==> src/hdl/fcsg_pkg.sv <==
// fcsg_pkg: shared types and codes for the filled-circle span generator.
// No dependencies; imported by the front, queue, back and top-level modules.
package fcsg_pkg;

	// s_tuser[0] selects the kind of input item
	localparam logic ACT_START   = 1'b0;
	localparam logic ACT_ADVANCE = 1'b1;

	localparam int unsigned IN_DATA_W  = 24;
	localparam int unsigned OUT_DATA_W = 64;

	// one step of the walk, as handed from front to back
	typedef struct packed {
		logic       done;
		logic [7:0] cx;
		logic [7:0] cy;
		logic [7:0] xo;   // unsigned
		logic [7:0] yo;   // two's complement
	} cmd_t;

	localparam int unsigned CMD_W = $bits(cmd_t);

	// order of the four spans per point
	typedef enum logic [1:0] {
		SEL_ROW_PY = 2'd0,  // cx-x..cx+x on cy+y
		SEL_ROW_NY = 2'd1,  // cx-x..cx+x on cy-y
		SEL_ROW_PX = 2'd2,  // cx-y..cx+y on cy+x
		SEL_ROW_NX = 2'd3   // cx-y..cx+y on cy-x
	} span_sel_t;

endpackage

==> src/hdl/fcsg_front.sv <==
// fcsg_front: accepts input items, runs the midpoint walk state, emits one command per item.
// Depends on fcsg_pkg (cmd_t, action codes).
module fcsg_front
	import fcsg_pkg::*;
(
	input  logic       clk,
	input  logic       arst_n,
	input  logic       accept,
	input  logic       action,
	input  logic [7:0] center_x,
	input  logic [7:0] center_y,
	input  logic [6:0] radius,
	output cmd_t       cmd
);

	logic [7:0]  center_col_q, center_row_q, x_offset_q, y_offset_q;
	logic [15:0] decision_q;

	logic [8:0]  x9, y9, xn9, yn9;
	logic [15:0] xn16, yn16, d_next;
	logic        finished, d_pos;

	always_comb begin
		x9       = {1'b0, x_offset_q};
		y9       = {y_offset_q[7], y_offset_q};
		finished = $signed(y9) < $signed(x9);
		d_pos    = $signed(decision_q) > 16'sd0;
		xn9      = x9 + 9'd1;
		yn9      = d_pos ? (y9 - 9'd1) : y9;
		xn16     = {7'b0, xn9};
		yn16     = {{7{yn9[8]}}, yn9};
		if (d_pos) begin
			d_next = decision_q + ((xn16 - yn16) << 2) + 16'd10;
		end else begin
			d_next = decision_q + (xn16 << 2) + 16'd6;
		end
	end

	always_ff @(posedge clk or negedge arst_n) begin
		if (!arst_n) begin
			center_col_q <= '0;
			center_row_q <= '0;
			x_offset_q   <= '0;
			y_offset_q   <= '0;
			decision_q   <= '0;
		end else if (accept) begin
			if (action == ACT_START) begin
				center_col_q <= center_x;
				center_row_q <= center_y;
				x_offset_q   <= '0;
				y_offset_q   <= {1'b0, radius};
				decision_q   <= 16'd3 - {8'b0, radius, 1'b0};
			end else if (!finished) begin
				x_offset_q <= xn9[7:0];
				y_offset_q <= yn9[7:0];
				decision_q <= d_next;
			end
		end
	end

	// command reflects the state after this item
	always_comb begin
		cmd.done = 1'b0;
		cmd.cx   = center_col_q;
		cmd.cy   = center_row_q;
		cmd.xo   = xn9[7:0];
		cmd.yo   = yn9[7:0];
		if (action == ACT_START) begin
			cmd.cx = center_x;
			cmd.cy = center_y;
			cmd.xo = '0;
			cmd.yo = {1'b0, radius};
		end else if (finished) begin
			cmd.done = 1'b1;
		end
	end

endmodule

==> src/hdl/fcsg_queue.sv <==
// fcsg_queue: small register FIFO of commands between front and back.
// Depends on fcsg_pkg (cmd_t).
module fcsg_queue
	import fcsg_pkg::*;
#(
	parameter int unsigned DEPTH = 2
) (
	input  logic clk,
	input  logic arst_n,
	input  logic push,
	input  cmd_t wdata,
	input  logic pop,
	output logic full,
	output logic nonempty,
	output cmd_t head
);

	localparam int unsigned AW = (DEPTH > 1) ? $clog2(DEPTH) : 1;
	localparam int unsigned CW = $clog2(DEPTH + 1);
	localparam logic [AW-1:0] LAST_IDX = AW'(DEPTH - 1);

	cmd_t          mem_q [DEPTH];
	logic [AW-1:0] wr_ptr_q, rd_ptr_q;
	logic [CW-1:0] count_q;

	assign full     = (count_q == CW'(DEPTH));
	assign nonempty = (count_q != '0);
	assign head     = mem_q[rd_ptr_q];

	always_ff @(posedge clk) begin
		if (push) begin
			mem_q[wr_ptr_q] <= wdata;
		end
	end

	always_ff @(posedge clk or negedge arst_n) begin
		if (!arst_n) begin
			wr_ptr_q <= '0;
			rd_ptr_q <= '0;
			count_q  <= '0;
		end else begin
			if (push) begin
				wr_ptr_q <= (wr_ptr_q == LAST_IDX) ? '0 : wr_ptr_q + AW'(1);
			end
			if (pop) begin
				rd_ptr_q <= (rd_ptr_q == LAST_IDX) ? '0 : rd_ptr_q + AW'(1);
			end
			if (push && !pop) begin
				count_q <= count_q + CW'(1);
			end else if (pop && !push) begin
				count_q <= count_q - CW'(1);
			end
		end
	end

endmodule

==> src/hdl/fcsg_back.sv <==
// fcsg_back: expands each command into four spans (or one done item) into the output register.
// Depends on fcsg_pkg (cmd_t, span_sel_t); holds the fill color register.
module fcsg_back
	import fcsg_pkg::*;
(
	input  logic        clk,
	input  logic        arst_n,
	input  logic        cfg_wr_en,
	input  logic [15:0] cfg_wr_data,
	input  logic        cmd_valid,
	input  cmd_t        cmd,
	output logic        cmd_pop,
	output logic        out_valid,
	input  logic        out_ready,
	output logic [63:0] out_data,
	output logic        out_last,
	output logic        out_done
);

	logic [15:0] fill_color_q;
	span_sel_t   sel_q;
	logic        load;
	logic [15:0] cx16, cy16, xh, yh, half, row;
	logic [15:0] st_q, en_q, row_q, col_q;

	assign load    = cmd_valid && (!out_valid || out_ready);
	assign cmd_pop = load && (cmd.done || sel_q == SEL_ROW_NX);

	always_comb begin
		cx16 = {8'b0, cmd.cx};
		cy16 = {8'b0, cmd.cy};
		xh   = {8'b0, cmd.xo};
		yh   = {{8{cmd.yo[7]}}, cmd.yo};
		unique case (sel_q)
			SEL_ROW_PY: begin half = xh; row = cy16 + yh; end
			SEL_ROW_NY: begin half = xh; row = cy16 - yh; end
			SEL_ROW_PX: begin half = yh; row = cy16 + xh; end
			SEL_ROW_NX: begin half = yh; row = cy16 - xh; end
			default:    begin half = xh; row = cy16 + yh; end
		endcase
	end

	always_ff @(posedge clk or negedge arst_n) begin
		if (!arst_n) begin
			fill_color_q <= '0;
			sel_q        <= SEL_ROW_PY;
			out_valid    <= 1'b0;
		end else begin
			if (cfg_wr_en) begin
				fill_color_q <= cfg_wr_data;
			end
			if (load) begin
				out_valid <= 1'b1;
				if (cmd.done || sel_q == SEL_ROW_NX) begin
					sel_q <= SEL_ROW_PY;
				end else begin
					sel_q <= span_sel_t'(sel_q + 2'd1);
				end
			end else if (out_ready) begin
				out_valid <= 1'b0;
			end
		end
	end

	always_ff @(posedge clk) begin
		if (load) begin
			if (cmd.done) begin
				st_q     <= '0;
				en_q     <= '0;
				row_q    <= '0;
				col_q    <= '0;
				out_last <= 1'b1;
				out_done <= 1'b1;
			end else begin
				st_q     <= cx16 - half;
				en_q     <= cx16 + half;
				row_q    <= row;
				col_q    <= fill_color_q;
				out_last <= (sel_q == SEL_ROW_NX);
				out_done <= 1'b0;
			end
		end
	end

	assign out_data = {col_q, row_q, en_q, st_q};

endmodule

==> src/hdl/filled_circle_span_generator.sv <==
// filled_circle_span_generator: top level of the midpoint filled-circle span rasterizer.
// Depends on fcsg_pkg, fcsg_front, fcsg_queue and fcsg_back.
//
// Usage
//   Input stream (s_*): one item per command. s_tuser selects start or advance.
//   A start item loads center and radius; each advance item runs one midpoint step.
//   Output stream (m_*): one horizontal span per item, four per step; m_tlast marks
//   the fourth. Once the walk is over, an advance gives one item with m_tuser set
//   (done) and m_tlast set, all span fields zero.
//   cfg_wr_en / cfg_wr_data write the fill color; write it only while idle.
// Timing
//   The first span is presented once the command has passed through the queue: the command
//   enters the queue on the accepting edge and is then loaded into the output register.
//   While commands are queued and m_tready is high, the back end emits one span per cycle,
//   so a step item takes four spans of output bandwidth and a done item takes one; sustained
//   throughput is set by the single output channel.
// Stalls and reset
//   m_tready low holds the output register; the command queue (QUEUE_DEPTH entries)
//   keeps absorbing input items until full, then s_tready drops.
//   arst_n clears walk state, fill color, the queue and the output valid.
module filled_circle_span_generator
	import fcsg_pkg::*;
#(
	parameter int unsigned QUEUE_DEPTH = 2
) (
	input  logic                  clk,
	input  logic                  arst_n,
	// config
	input  logic                  cfg_wr_en,
	input  logic [15:0]           cfg_wr_data,   // fill_color
	// input stream
	input  logic                  s_tvalid,
	output logic                  s_tready,
	input  logic [IN_DATA_W-1:0]  s_tdata,       // center_x[7:0], center_y[15:8], radius[22:16]
	input  logic [0:0]            s_tuser,       // action
	// output stream
	output logic                  m_tvalid,
	input  logic                  m_tready,
	output logic [OUT_DATA_W-1:0] m_tdata,       // span_start, span_end, span_row, span_color
	output logic                  m_tlast,       // last
	output logic [0:0]            m_tuser        // done_res
);

	logic accept;
	logic q_full, q_nonempty, q_pop;
	cmd_t cmd_in, cmd_head;

	assign s_tready = !q_full;
	assign accept   = s_tvalid && s_tready;

	// front: walk state and classification
	fcsg_front u_front (
		.clk      (clk),
		.arst_n   (arst_n),
		.accept   (accept),
		.action   (s_tuser[0]),
		.center_x (s_tdata[7:0]),
		.center_y (s_tdata[15:8]),
		.radius   (s_tdata[22:16]),
		.cmd      (cmd_in)
	);

	// decoupling queue
	fcsg_queue #(
		.DEPTH (QUEUE_DEPTH)
	) u_queue (
		.clk      (clk),
		.arst_n   (arst_n),
		.push     (accept),
		.wdata    (cmd_in),
		.pop      (q_pop),
		.full     (q_full),
		.nonempty (q_nonempty),
		.head     (cmd_head)
	);

	// back: span expansion and output register
	fcsg_back u_back (
		.clk         (clk),
		.arst_n      (arst_n),
		.cfg_wr_en   (cfg_wr_en),
		.cfg_wr_data (cfg_wr_data),
		.cmd_valid   (q_nonempty),
		.cmd         (cmd_head),
		.cmd_pop     (q_pop),
		.out_valid   (m_tvalid),
		.out_ready   (m_tready),
		.out_data    (m_tdata),
		.out_last    (m_tlast),
		.out_done    (m_tuser[0])
	);

endmodule
==> config.mk <==
export PLATFORM = sky130hd
export DESIGN_NAME = filled_circle_span_generator
export DESIGN_NICKNAME = d
export VERILOG_FILES = /design/src/hdl/fcsg_pkg.sv /design/src/hdl/fcsg_front.sv /design/src/hdl/fcsg_queue.sv /design/src/hdl/fcsg_back.sv /design/src/hdl/filled_circle_span_generator.sv
export SDC_FILE = /design/constraint.sdc
export NUM_CORES = 1
export LEC_CHECK = 0
export ABC_CLOCK_PERIOD_IN_PS = 7800
export BUFFER_PORTS_ARGS = -buffer_cell sky130_fd_sc_hd__buf_2
export CAP_MARGIN = 10
export CORE_ASPECT_RATIO = 1.2
export CORE_MARGIN = 4
export CORE_UTILIZATION = 40
export CTS_BUF_LIST = sky130_fd_sc_hd__clkbuf_4
export DETAILED_ROUTE_END_ITERATION = 10
export PLACE_DENSITY = 0.53
export REMOVE_ABC_BUFFERS = 1
export SLEW_MARGIN = 20
export SYNTH_ARGS = -nofsm -noshare
export SYNTH_HDL_FRONTEND = slang
export SYNTH_HIERARCHICAL = 1
export SYNTH_SLANG_ARGS = --single-unit
==> constraint.sdc <==
create_clock -name clk -period 7.8 [get_ports clk]
set_input_delay 0.78 -clock clk [delete_from_list [all_inputs] [get_ports clk]]
set_output_delay 0.78 -clock clk [all_outputs]
set_load 0.01 [all_outputs]
==> qor.yml, run 1 <==
placed_design:
  dp.cells: 1594
  io_buffers: 112
  dp_worst_setup_slack_ns: 2.087
  gp_congestion: 0.8477
  dp_hpwl_um: 20420
clocking:
  cts_sinks: 196
  clockRootBuffer: "clkbuf_4"
  cts_buffer_depth: 2
  postCtsSetupRepairBufs: 0
  cts_inserted_buffers: 17
  hold_buffers: 0
  clk_pin_slew_ns: 0.19
  htreeDepth: 4
  cts_tree: "yes"
  ctsResizeCount: 0
  clk_latency_ns: 0.59
logic_synthesis:
  synth_flop_cell: "edfxtp_1"
  async_reset_ff_frac: 0.3622
  yosysTopAreaCellShare: 0.2990
  syn_inst: 1126
  syn_area_um2: 12550
  synth_warnings: 6
  syn_area_per_cell_um2: 11.15
  ys_types: 89
  ys_seq_elements: 196
  synthTopCellsByArea: "edfxtp_1, dfrtp_1, ha_1, mux2_2, mux2_4"
  synth-edff-count: 125
  synth_top_area_cell: "edfxtp_1"
  yosysSeqAreaShare: 0.4405
sta:
  hold_slack_ns: 0.4165
  hold_viol_final: 0
  worst_slew_pin_slew_ns: 1.056
  post-route-period-util: 0.7233
  setup_slack_ns: 2.158
  rsz0062_at_grt: "no"
  max_freq_mhz: 177.3
  setup_viol: 0
  finalSetupTns_ns: 0
  maxSlewHeadroom: 0.2944
  slew_violations: 0
  skew_ns: 0.03123
  layout_min_cycle_time_ns: 5.642
finish:
  nNetsFinal: 1383
  instances_no_fill: 1628
  areaGrowthSynthToFinish_pct: 8.940
  drive_gt1_frac: 0.2266
grt:
  antenna_found_initial: 1
  grt_use_total: 0.1629
  grt_max_degree: 62
  grt_pass1_wl_um: 44760
  grt_pass1_vias: 8414
  overflow: 0
job:
  cap_violations: 0
floorplan:
  start_util: 0.4083
  fp.dieH_um: 202.1
  rows: 70
  core_um2: 30740
  die_w_um: 169.7
  dieArea_um2: 34290
  io_pins: 114
setup_path:
  slowest_stage: "nor4_2"
  worstPathRequired_ns: 8.33
  path_buf_inv: 1
  worst-setup-path-type: "register to register"
  crit_chain: "nor4_2 > a41oi_1 > buf_4 > nand2_1 > xor2_1 > ha_1 > nor2b_1 > o31a_1 > o211ai_1 > a21boi_0 > ha_1 > ha_1 > a21o_1 > a2111oi_0 > a31oi_1 > o21ai_0 > a21oi_1 > or2_2 > o211ai_1"
  cp.arrival_ns: 6.17
  endpoint_kind: "register"
  cp_max_fo: 10
  start_kind: "register"
  cpLargestDelayFamily: "compound AO/OA/AOI/OAI gates"
  critical_path.most_common_cell: "ha_1"
  cpPeakStageDelay_ns: 0.52
routing:
  wirelength_um: 27660
  drcViolationCount: 0
  vias: 8400
  dr.first_iter.drc_count: 412
  wl_per_cell_um: 16.99
  viasPerCell: 5.160
  ant_nets: 0
  drtPass1Iterations: 5
outcome:
  status: "complete, no violations"
hold_path:
  hp-class: "input port to register"
-- stage by stage --
step / utilization / area [um^2]
2_1_floorplan: - / 12270
3_3_place_gp: 0.4363 / 13410
3_5_place_dp: 0.4363 / 13410
4_1_cts: 0.4444 / 13660
5_1_grt: 0.4449 / 13680
6_report: 0.4449 / 13680
-- final timing paths --
path | from | end | slack, ns | depth (start not counted)
worst max-delay path | u_front/decision_q[1] | u_front/decision_q[15] | 2.16 | 19
worst min-delay path | cfg_wr_data[0] | u_back/fill_color_q[0] | 0.42 | 2
worst max register to register | u_front/decision_q[1] | u_front/decision_q[15] | 2.16 | 19
worst min register to register | u_queue/count_q[1] | u_queue/count_q[1] | 0.50 | 1
max in group asynchronous | arst_n | u_queue/rd_ptr_q | 6.07 | 3
min in group asynchronous | arst_n | u_front/decision_q[3] | 0.61 | 2
-- kinds of logic (layout without fill, tap and decap cells) --
| logic type | after synthesis | after routing | share of synthesized area |
|---|---|---|---|
| multiplexers | 95 | 95 | 0.09349 |
| XOR/XNOR | 74 | 74 | 0.05273 |
| buffers and inverters | 119 | 224 | 0.04346 |
| adder cells (fa/ha/maj) | 119 | 119 | 0.1234 |
| flip-flops | 196 | 196 | 0.4405 |
| AND/OR/NAND/NOR | 293 | 293 | 0.1202 |
| AO/OA/AOI/OAI | 230 | 230 | 0.1262 |
| other | 0 | 1 | 0 |
-- final cells by class --
cell class                      instances  area (um^2)
Inverter                               69        259.0
Multi-Input combinational cell        811         6487
Clock buffer                           17        127.6
Antenna cell                            1        2.502
Fill cell                            2906        17070
Timing Repair Buffer                  123        648.1
Clock inverter                         15        123.9
Tap cell                              396        495.5
Sequential cell                       196         5532
-- cell usage in the layout (no fill, tap or decap), drive strengths merged, types with 8 or more instances in the layout --
master    n
nor2     86
o211ai    8
inv      75
nor3     25
fa        8
and2     10
a21boi    8
dfrtp    71
nand2b   13
ha      111
nand3    13
xnor2    40
a21oi    65
a31oi     8
o21ai    52
buf     122
edfxtp  125
clkbuf   17
mux2     88
xor2     33
or2       8
nor2b    36
a21o     13
nand2    67
o21a     11
-- synth_stat cells (7+ instances only) --
| library cell | n |
|---|---|
| a21boi_0 | 8 |
| a21o_1 | 13 |
| a21oi_1 | 60 |
| a31oi_1 | 8 |
| and2_1 | 10 |
| buf_4 | 8 |
| clkbuf_1 | 31 |
| dfrtp_1 | 71 |
| edfxtp_1 | 125 |
| fa_1 | 8 |
| ha_1 | 111 |
| inv_1 | 68 |
| mux2_2 | 58 |
| mux2_4 | 30 |
| mux2i_1 | 7 |
| nand2_1 | 67 |
| nand2b_1 | 12 |
| nand3_1 | 13 |
| nor2_1 | 86 |
| nor2b_1 | 36 |
| nor3_1 | 24 |
| o211ai_1 | 8 |
| o21a_1 | 11 |
| o21ai_0 | 46 |
| or2_2 | 7 |
| xnor2_1 | 40 |
| xor2_1 | 33 |
-- state kept, by name (all words and copies together) (netlist names), 10 cells and up --
name,count
u_back/en_q,15
u_back/st_q,16
u_back/row_q,10
u_front/decision_q,16
u_back/fill_color_q,16
u_queue/mem_q,66
u_back/col_q,16
-- worst register-to-register path, stage by stage, from the launching register on --
cell and delay [ns]:
dfrtp_1 0.47, nor4_2 0.52, a41oi_1 0.46, buf_4 0.33, nand2_1 0.09, xor2_1 0.19, ha_1 0.29, nor2b_1 0.16
o31a_1 0.29, o211ai_1 0.30, a21boi_0 0.29, ha_1 0.28, ha_1 0.36, a21o_1 0.23, a2111oi_0 0.39, a31oi_1 0.19
o21ai_0 0.19, a21oi_1 0.11, or2_2 0.30, o211ai_1 0.16
-- per-layer routing --
layer  up-vias  part of all wire  GRT usage
li1       4241                 -          -
met1      4023              0.45     0.2053
met2       121              0.51     0.2938
met3        15             0.031    0.02347
met4         0             0.011    0.03739
met5         -                 0          0
Power of run 1 is left out: the tool's default activity adds up to more than one toggle a clock period on the data nets, which glitch-free logic cannot reach.
==> inputs of run 2 (changes only) <==
--- a/config.mk
+++ b/config.mk
@@ -5,7 +5,7 @@
 export SDC_FILE = /design/constraint.sdc
 export NUM_CORES = 1
 export LEC_CHECK = 0
-export ABC_CLOCK_PERIOD_IN_PS = 7800
+export ABC_CLOCK_PERIOD_IN_PS = 5400
 export BUFFER_PORTS_ARGS = -buffer_cell sky130_fd_sc_hd__buf_2
 export CAP_MARGIN = 10
 export CORE_ASPECT_RATIO = 1.2
==> constraint.sdc (replaced) <==
create_clock -name clk -period 5.4 [get_ports clk]
set_input_delay 0.54 -clock clk [delete_from_list [all_inputs] [get_ports clk]]
set_output_delay 0.54 -clock clk [all_outputs]
set_load 0.01 [all_outputs]
==> run 2 against run 1 <==
Fmax is 12% higher. Critical path depth rose by 2. Worst hold slack lost 0.25 ns. Via count is 2.4% higher. Die area is the same. Non-clock buffer count increased by 4. Clock-buffer cell count unchanged. Sequential share of layout area is 0.18 points lower. Global-route usage up 0.078 points. Flip-flop and latch count did not move. Critical endpoint is now u_front/decision_q[13].
==> qor.yml, run 2 (synthesis results as in run 1) <==
finish:
  n_fill_cell: 2871  # -1.2%
  final_common_cell: "edfxtp_1"
  areaGrowthSynthToFinish_pct: 9.429
  drive_gt1_frac: 0.2300  # +0.003315
  largest_register_ff_count: 66  # unchanged
  nNetsFinal: 1387  # +0.29%
  multi_input_area_um2: 6505  # +0.27%
  top_register: "u_queue/mem_q"
  final_cell_mix: "edfxtp_1, buf_2, ha_1"
  finalInstanceArea_um2: 13740  # +0.45%
  regArea_um2: 5532  # unchanged
placed_design:
  gp_congestion: 0.8111  # -4.3%
  dpl_cell_area_um2: 13430  # +0.11%
  dp_hpwl_um: 20970  # +2.7%
  io_buffers: 112  # unchanged
floorplan:
  rows: 70  # unchanged
  die_w_um: 169.7  # unchanged
  core_um2: 30740  # unchanged
  start_util: 0.4083  # unchanged
  fp.dieH_um: 202.1  # unchanged
  io_pins: 114  # unchanged
  dieArea_um2: 34290  # unchanged
hold_path:
  hold_end: "u_back/fill_color_q[7]"
  hp-start: "cfg_wr_data[7]"
  hold_depth: 2  # unchanged
  hp-class: "input port to register"
sta:
  rsz0062_at_grt: "no"
  setup_viol: 0  # unchanged
  max_freq_mhz: 198.1  # +12%
  worst_slew_pin_slew_ns: 1.094  # +0.03798 ns
  layout_min_cycle_time_ns: 5.048  # -0.5938 ns
  maxSlewHeadroom: 0.2688  # -0.02560
  finalSetupTns_ns: 0  # unchanged
  hold_slack_ns: 0.1645  # -0.2519 ns
  hold_viol_final: 0  # unchanged
  skew_ns: 0.03414  # +0.002910 ns
  slew_violations: 0  # unchanged
  post-route-period-util: 0.9348  # +0.2115
routing:
  viasPerCell: 5.269  # +2.1%
  vias: 8599  # +2.4%
  ant_nets: 0  # unchanged
  drcViolationCount: 0  # unchanged
  drtPass1Iterations: 7  # +2
  wirelength_um: 27990  # +1.2%
  dr.first_iter.drc_count: 473  # +15%
  wl_per_cell_um: 17.15  # +0.94%
grt:
  busiest_layer: "met2"
  grt_pass1_wl_um: 44880  # +0.26%
  overflow: 0  # unchanged
  grt_max_degree: 62  # unchanged
  met3_usage: 0.02465  # +0.001174
  use_met2: 0.2943  # +0.0004257
  grt_use_met1: 0.2056  # +0.0002908
  antenna_found_initial: 1  # unchanged
  grt_pass1_vias: 8577  # +1.9%
  grt_use_total: 0.1637  # +0.0007757
clocking:
  cts_inserted_buffers: 17  # unchanged
  htreeDepth: 4  # unchanged
  cts_buffer_depth: 2  # unchanged
  clk_latency_ns: 0.58  # about the same
  cts_tree: "yes"
  cts_sinks: 196  # unchanged
  clockRootBuffer: "clkbuf_4"
  clk_pin_slew_ns: 0.19  # about the same
setup_path:
  worstPathRequired_ns: 5.91  # -2.42 ns
  reg2reg_slack_ns: 0.35  # -1.81 ns
  start_kind: "register"
  rr_startpoint: "u_front/decision_q[7]"
  cp.arrival_ns: 5.55  # -0.62 ns
  crit_start: "u_front/decision_q[7]"
  cp_max_fo: 8  # -2
  reg2reg_depth: 21  # +2
  r2r-end: "u_front/decision_q[13]"
  endpoint_kind: "register"
  worst-setup-path-type: "register to register"
job:
  cap_violations: 0  # unchanged
outcome:
  status: "complete, no violations"
[run 2: cell types whose count changed in the layout (fill, tap and decap cells not counted), sizes merged]
cell / change
buf: +4
clkinv: -2
inv: +2
[run 2: how the worst max path moves through the flow]
| stage | to | slack [ns] | depth (start not counted) |
|---|---|---|---|
| 2_1_floorplan | u_front/decision_q[15] | 0.55 | 18 |
| 3_3_place_gp | u_front/decision_q[15] | 0.22 | 21 |
| 3_5_place_dp | u_front/decision_q[13] | 0.19 | 21 |
| 4_1_cts | u_front/decision_q[13] | 0.13 | 21 |
| 5_1_grt | u_front/decision_q[13] | 0.07 | 21 |
| 6_report | u_front/decision_q[13] | 0.35 | 21 |
[run 2: routing by layer]
| metal | wire length [um] | vias up | share of wire |
|---|---|---|---|
| li1 | - | 4236 | - |
| met1 | 12250 | 4202 | 0.44 |
| met2 | 14550 | 144 | 0.52 |
| met3 | 827 | 17 | 0.030 |
| met4 | 363 | 0 | 0.013 |
| met5 | 0 | - | 0 |
[run 2: metrics by stage]
step,cells,setup WS [ns],utilization
after floorplan,1076,0.5510,-
after global placement,1596,0.2205,0.4368
after detailed placement,1596,0.1862,0.4368
after CTS,1629,0.1258,0.4457
after global routing,1632,0.06734,0.4468
final,1632,0.3520,0.4468
[run 2: worst max-delay path, cell delays in order, from the launching register on]
cell and delay, ns:
dfrtp_1 0.48, nor4_4 0.36, a41o_4 0.33, nand2_1 0.06, o21ai_0 0.18, inv_1 0.09
ha_1 0.27, nor2b_1 0.13, o21ai_0 0.23, a21boi_0 0.17, o21ai_1 0.25, nor2b_1 0.20
xnor2_1 0.17, ha_1 0.27, ha_1 0.35, nand2_1 0.08, or3b_2 0.46, a31oi_1 0.29
nor2_1 0.09, xnor2_1 0.17, o221ai_1 0.14, a32oi_1 0.21
[run 2: repair_timing]
item | 4_1_cts | 5_1_grt
hold buffers | 1 | 0
setup buffers | 0 | 2
hold endpoints to repair | 17 | 0
endpoints found under the setup margin | 0 | 2
gates resized for setup | 0 | 3
[run 2: layout make-up]
class	instances	area share
Multi-Input combinational cell	811	0.4735
Antenna cell	1	0.0001822
Inverter	69	0.01885
Clock buffer	17	0.009290
Sequential cell	196	0.4027
Clock inverter	15	0.01002
Tap cell	396	0.03607
Timing Repair Buffer	127	0.04937
Power of run 2 is left out for the same reason.
==> inputs of run 3 (changes only) <==
--- a/config.mk
+++ b/config.mk
@@ -5,7 +5,7 @@
 export SDC_FILE = /design/constraint.sdc
 export NUM_CORES = 1
 export LEC_CHECK = 0
-export ABC_CLOCK_PERIOD_IN_PS = 5400
+export ABC_CLOCK_PERIOD_IN_PS = 5700
 export BUFFER_PORTS_ARGS = -buffer_cell sky130_fd_sc_hd__buf_2
 export CAP_MARGIN = 10
 export CORE_ASPECT_RATIO = 1.2
@@ -13,7 +13,8 @@
 export CORE_UTILIZATION = 40
 export CTS_BUF_LIST = sky130_fd_sc_hd__clkbuf_4
 export DETAILED_ROUTE_END_ITERATION = 10
-export PLACE_DENSITY = 0.53
+export PLACE_DENSITY_LB_ADDON = 0.05
+export RECOVER_POWER = 25
 export REMOVE_ABC_BUFFERS = 1
 export SLEW_MARGIN = 20
 export SYNTH_ARGS = -nofsm -noshare
==> constraint.sdc (replaced) <==
create_clock -name clk -period 5.7 [get_ports clk]
set_input_delay 0.57 -clock clk [delete_from_list [all_inputs] [get_ports clk]]
set_output_delay 0.57 -clock clk [all_outputs]
set_load 0.01 [all_outputs]
==> run 3 against run 2 <==
Critical endpoint is now u_front/decision_q[15]. Clock-buffer cell count stayed put. Global-route usage is 0.63 points higher. Fmax fell by 3.8%. Highest routed layer unchanged. Die area did not move. Final cell count is 0.12% higher. The run now ends with capacitance limit, slew limit left.
==> qor.yml, run 3 (synthesis results as in run 1) <==
setup_path:
  reg2reg_depth: 19  # -9.5%
  rr_startpoint: "u_front/decision_q[1]"
  reg2reg_slack_ns: 0.45  # +0.10 ns
  cp_max_fo: 7  # -1
  cpPeakStageDelay_ns: 0.47  # about the same
  cp.arrival_ns: 5.79  # +0.24 ns
  r2r-end: "u_front/decision_q[15]"
  worstPathRequired_ns: 6.24  # +0.33 ns
  endpoint_kind: "register"
  start_kind: "register"
  crit_chain: "nor4_2 > a41o_4 > buf_4 > nor4_4 > nor3b_2 > xnor2_1 > ha_1 > or2_2 > o211ai_1 > a21boi_0 > ha_1 > ha_1 > a21o_1 > a2111oi_0 > a31oi_1 > o21ai_0 > a21oi_1 > or2_2 > o211ai_1"
  critical_path.most_common_cell: "ha_1"
  slowest_stage: "dfrtp_1"
  worst-setup-path-type: "register to register"
placed_design:
  dp.cells: 1595  # -0.063%
  dp_hpwl_um: 21240  # +1.3%
  gp_congestion: 0.8287  # +2.2%
  dpl_cell_area_um2: 13420  # about the same
  io_buffers: 112  # unchanged
finish:
  finalInstanceArea_um2: 13770  # +0.26%
  nNetsFinal: 1389  # +0.14%
  final_common_cell: "edfxtp_1"
  instances_no_fill: 1634  # +0.12%
  fin_util: 0.4480  # +0.001180
  final_cell_mix: "edfxtp_1, ha_1, buf_2"
  top_register: "u_queue/mem_q"
  areaGrowthSynthToFinish_pct: 9.718
  drive_gt1_frac: 0.2239  # -0.006031
  largest_register_ff_count: 66  # unchanged
sta:
  hold_viol_final: 0  # unchanged
  slew_violations: 65  # +65
  setup_viol: 0  # unchanged
  worst_slew_pin_slew_ns: 3.872  # +2.778 ns
  rsz0062_at_grt: "no"
  post-route-period-util: 0.9206  # -0.01417
  maxSlewHeadroom: -1.582  # -1.850
  max_freq_mhz: 190.6  # -3.8%
  layout_min_cycle_time_ns: 5.248  # +0.1997 ns
  finalSetupTns_ns: 0  # unchanged
  skew_ns: 0.02477  # -0.009371 ns
hold_path:
  hold_depth: 2  # unchanged
  hp-start: "cfg_wr_data[15]"
  hold_end: "u_back/fill_color_q[15]"
  hp-class: "input port to register"
floorplan:
  die_w_um: 169.7  # unchanged
  rows: 70  # unchanged
  fp.dieH_um: 202.1  # unchanged
  start_util: 0.4083  # unchanged
  core_um2: 30740  # unchanged
  io_pins: 114  # unchanged
  dieArea_um2: 34290  # unchanged
clocking:
  cts_inserted_buffers: 17  # unchanged
  clk_pin_slew_ns: 0.19  # about the same
  cts_buffer_depth: 2  # unchanged
  clk_latency_ns: 0.62  # +0.04 ns
  cts_tree: "yes"
  cts_sinks: 196  # unchanged
  clockRootBuffer: "clkbuf_4"
  htreeDepth: 4  # unchanged
grt:
  grt_pass1_wl_um: 46580  # +3.8%
  antenna_found_initial: 1  # unchanged
  overflow: 0  # unchanged
  grt_use_total: 0.1700  # +0.006328
  grt_max_degree: 65  # +4.8%
  grt_pass1_vias: 8739  # +1.9%
routing:
  drcViolationCount: 0  # unchanged
  dr.first_iter.drc_count: 545  # +15%
  vias: 8421  # -2.1%
  drtPass1Iterations: 5  # -2
  viasPerCell: 5.154  # -2.2%
  wirelength_um: 28490  # +1.8%
  wl_per_cell_um: 17.43  # +1.6%
  ant_nets: 0  # unchanged
job:
  cap_violations: 1  # +1
outcome:
  status: "complete, but fails checks"
  violations: "capacitance limit, slew limit"
==> run 3: area by class of cell <==
type / count / area (um^2)
fill: 2976 / 16970
timing repair buffer: 129 / 684.4
inverter: 69 / 259.0
antenna: 1 / 2.502
clock inverter: 15 / 185.2
multi-input combinational: 811 / 6487
clock buffer: 17 / 127.6
tap: 396 / 495.5
sequential: 196 / 5532
==> run 3: metrics by stage <==
step	setup WS (ns)	hold slack (ns)
6_report	0.4524	0.1643
5_1_grt	0.06338	0.1044
4_1_cts	0.3533	0.09868
3_5_place_dp	0.4206	0.3941
3_3_place_gp	0.4192	0.3915
2_1_floorplan	0.8510	0.2744
==> run 3: what timing repair did <==
item                       CTS  global route
hold endpoints to repair     7             0
buffers inserted             0             5
setup endpoints to repair    0             2
hold buffers                 1             0
gates resized for setup      0             0
==> run 3: per-layer routing <==
layer  up-vias  track usage  routed length, um
met3        17      0.02347                742
met5         -            0                  0
met2       107       0.3070              14630
met1      4054       0.2146              12770
li1       4243            -                  -
met4         0      0.03911                344
==> run 3: critical path, delay by kind of cell, from the launching register on <==
kind,cells,cell delay [ns]
DFF,1,0.47
adders and majority gates,3,0.97
and+or+nand+nor,5,1.27
AOI/OAI and AO/OA,9,2.08
buffers and inverters,1,0.14
xor gates and xnor gates,1,0.26
==> run 3: how the worst max path moves through the flow <==
stage	startpoint	endpoint	slack (ns)	cells after the start
3_3_place_gp	u_front/decision_q[1]	u_front/decision_q[15]	0.42	22
6_report	u_front/decision_q[1]	u_front/decision_q[15]	0.45	19
4_1_cts	u_front/decision_q[1]	u_front/decision_q[15]	0.35	22
5_1_grt	arst_n	u_queue/rd_ptr_q	0.06	3
2_1_floorplan	u_front/decision_q[12]	u_front/decision_q[15]	0.85	18
3_5_place_dp	u_front/decision_q[1]	u_front/decision_q[15]	0.42	22
Power of run 3 is left out for the same reason.
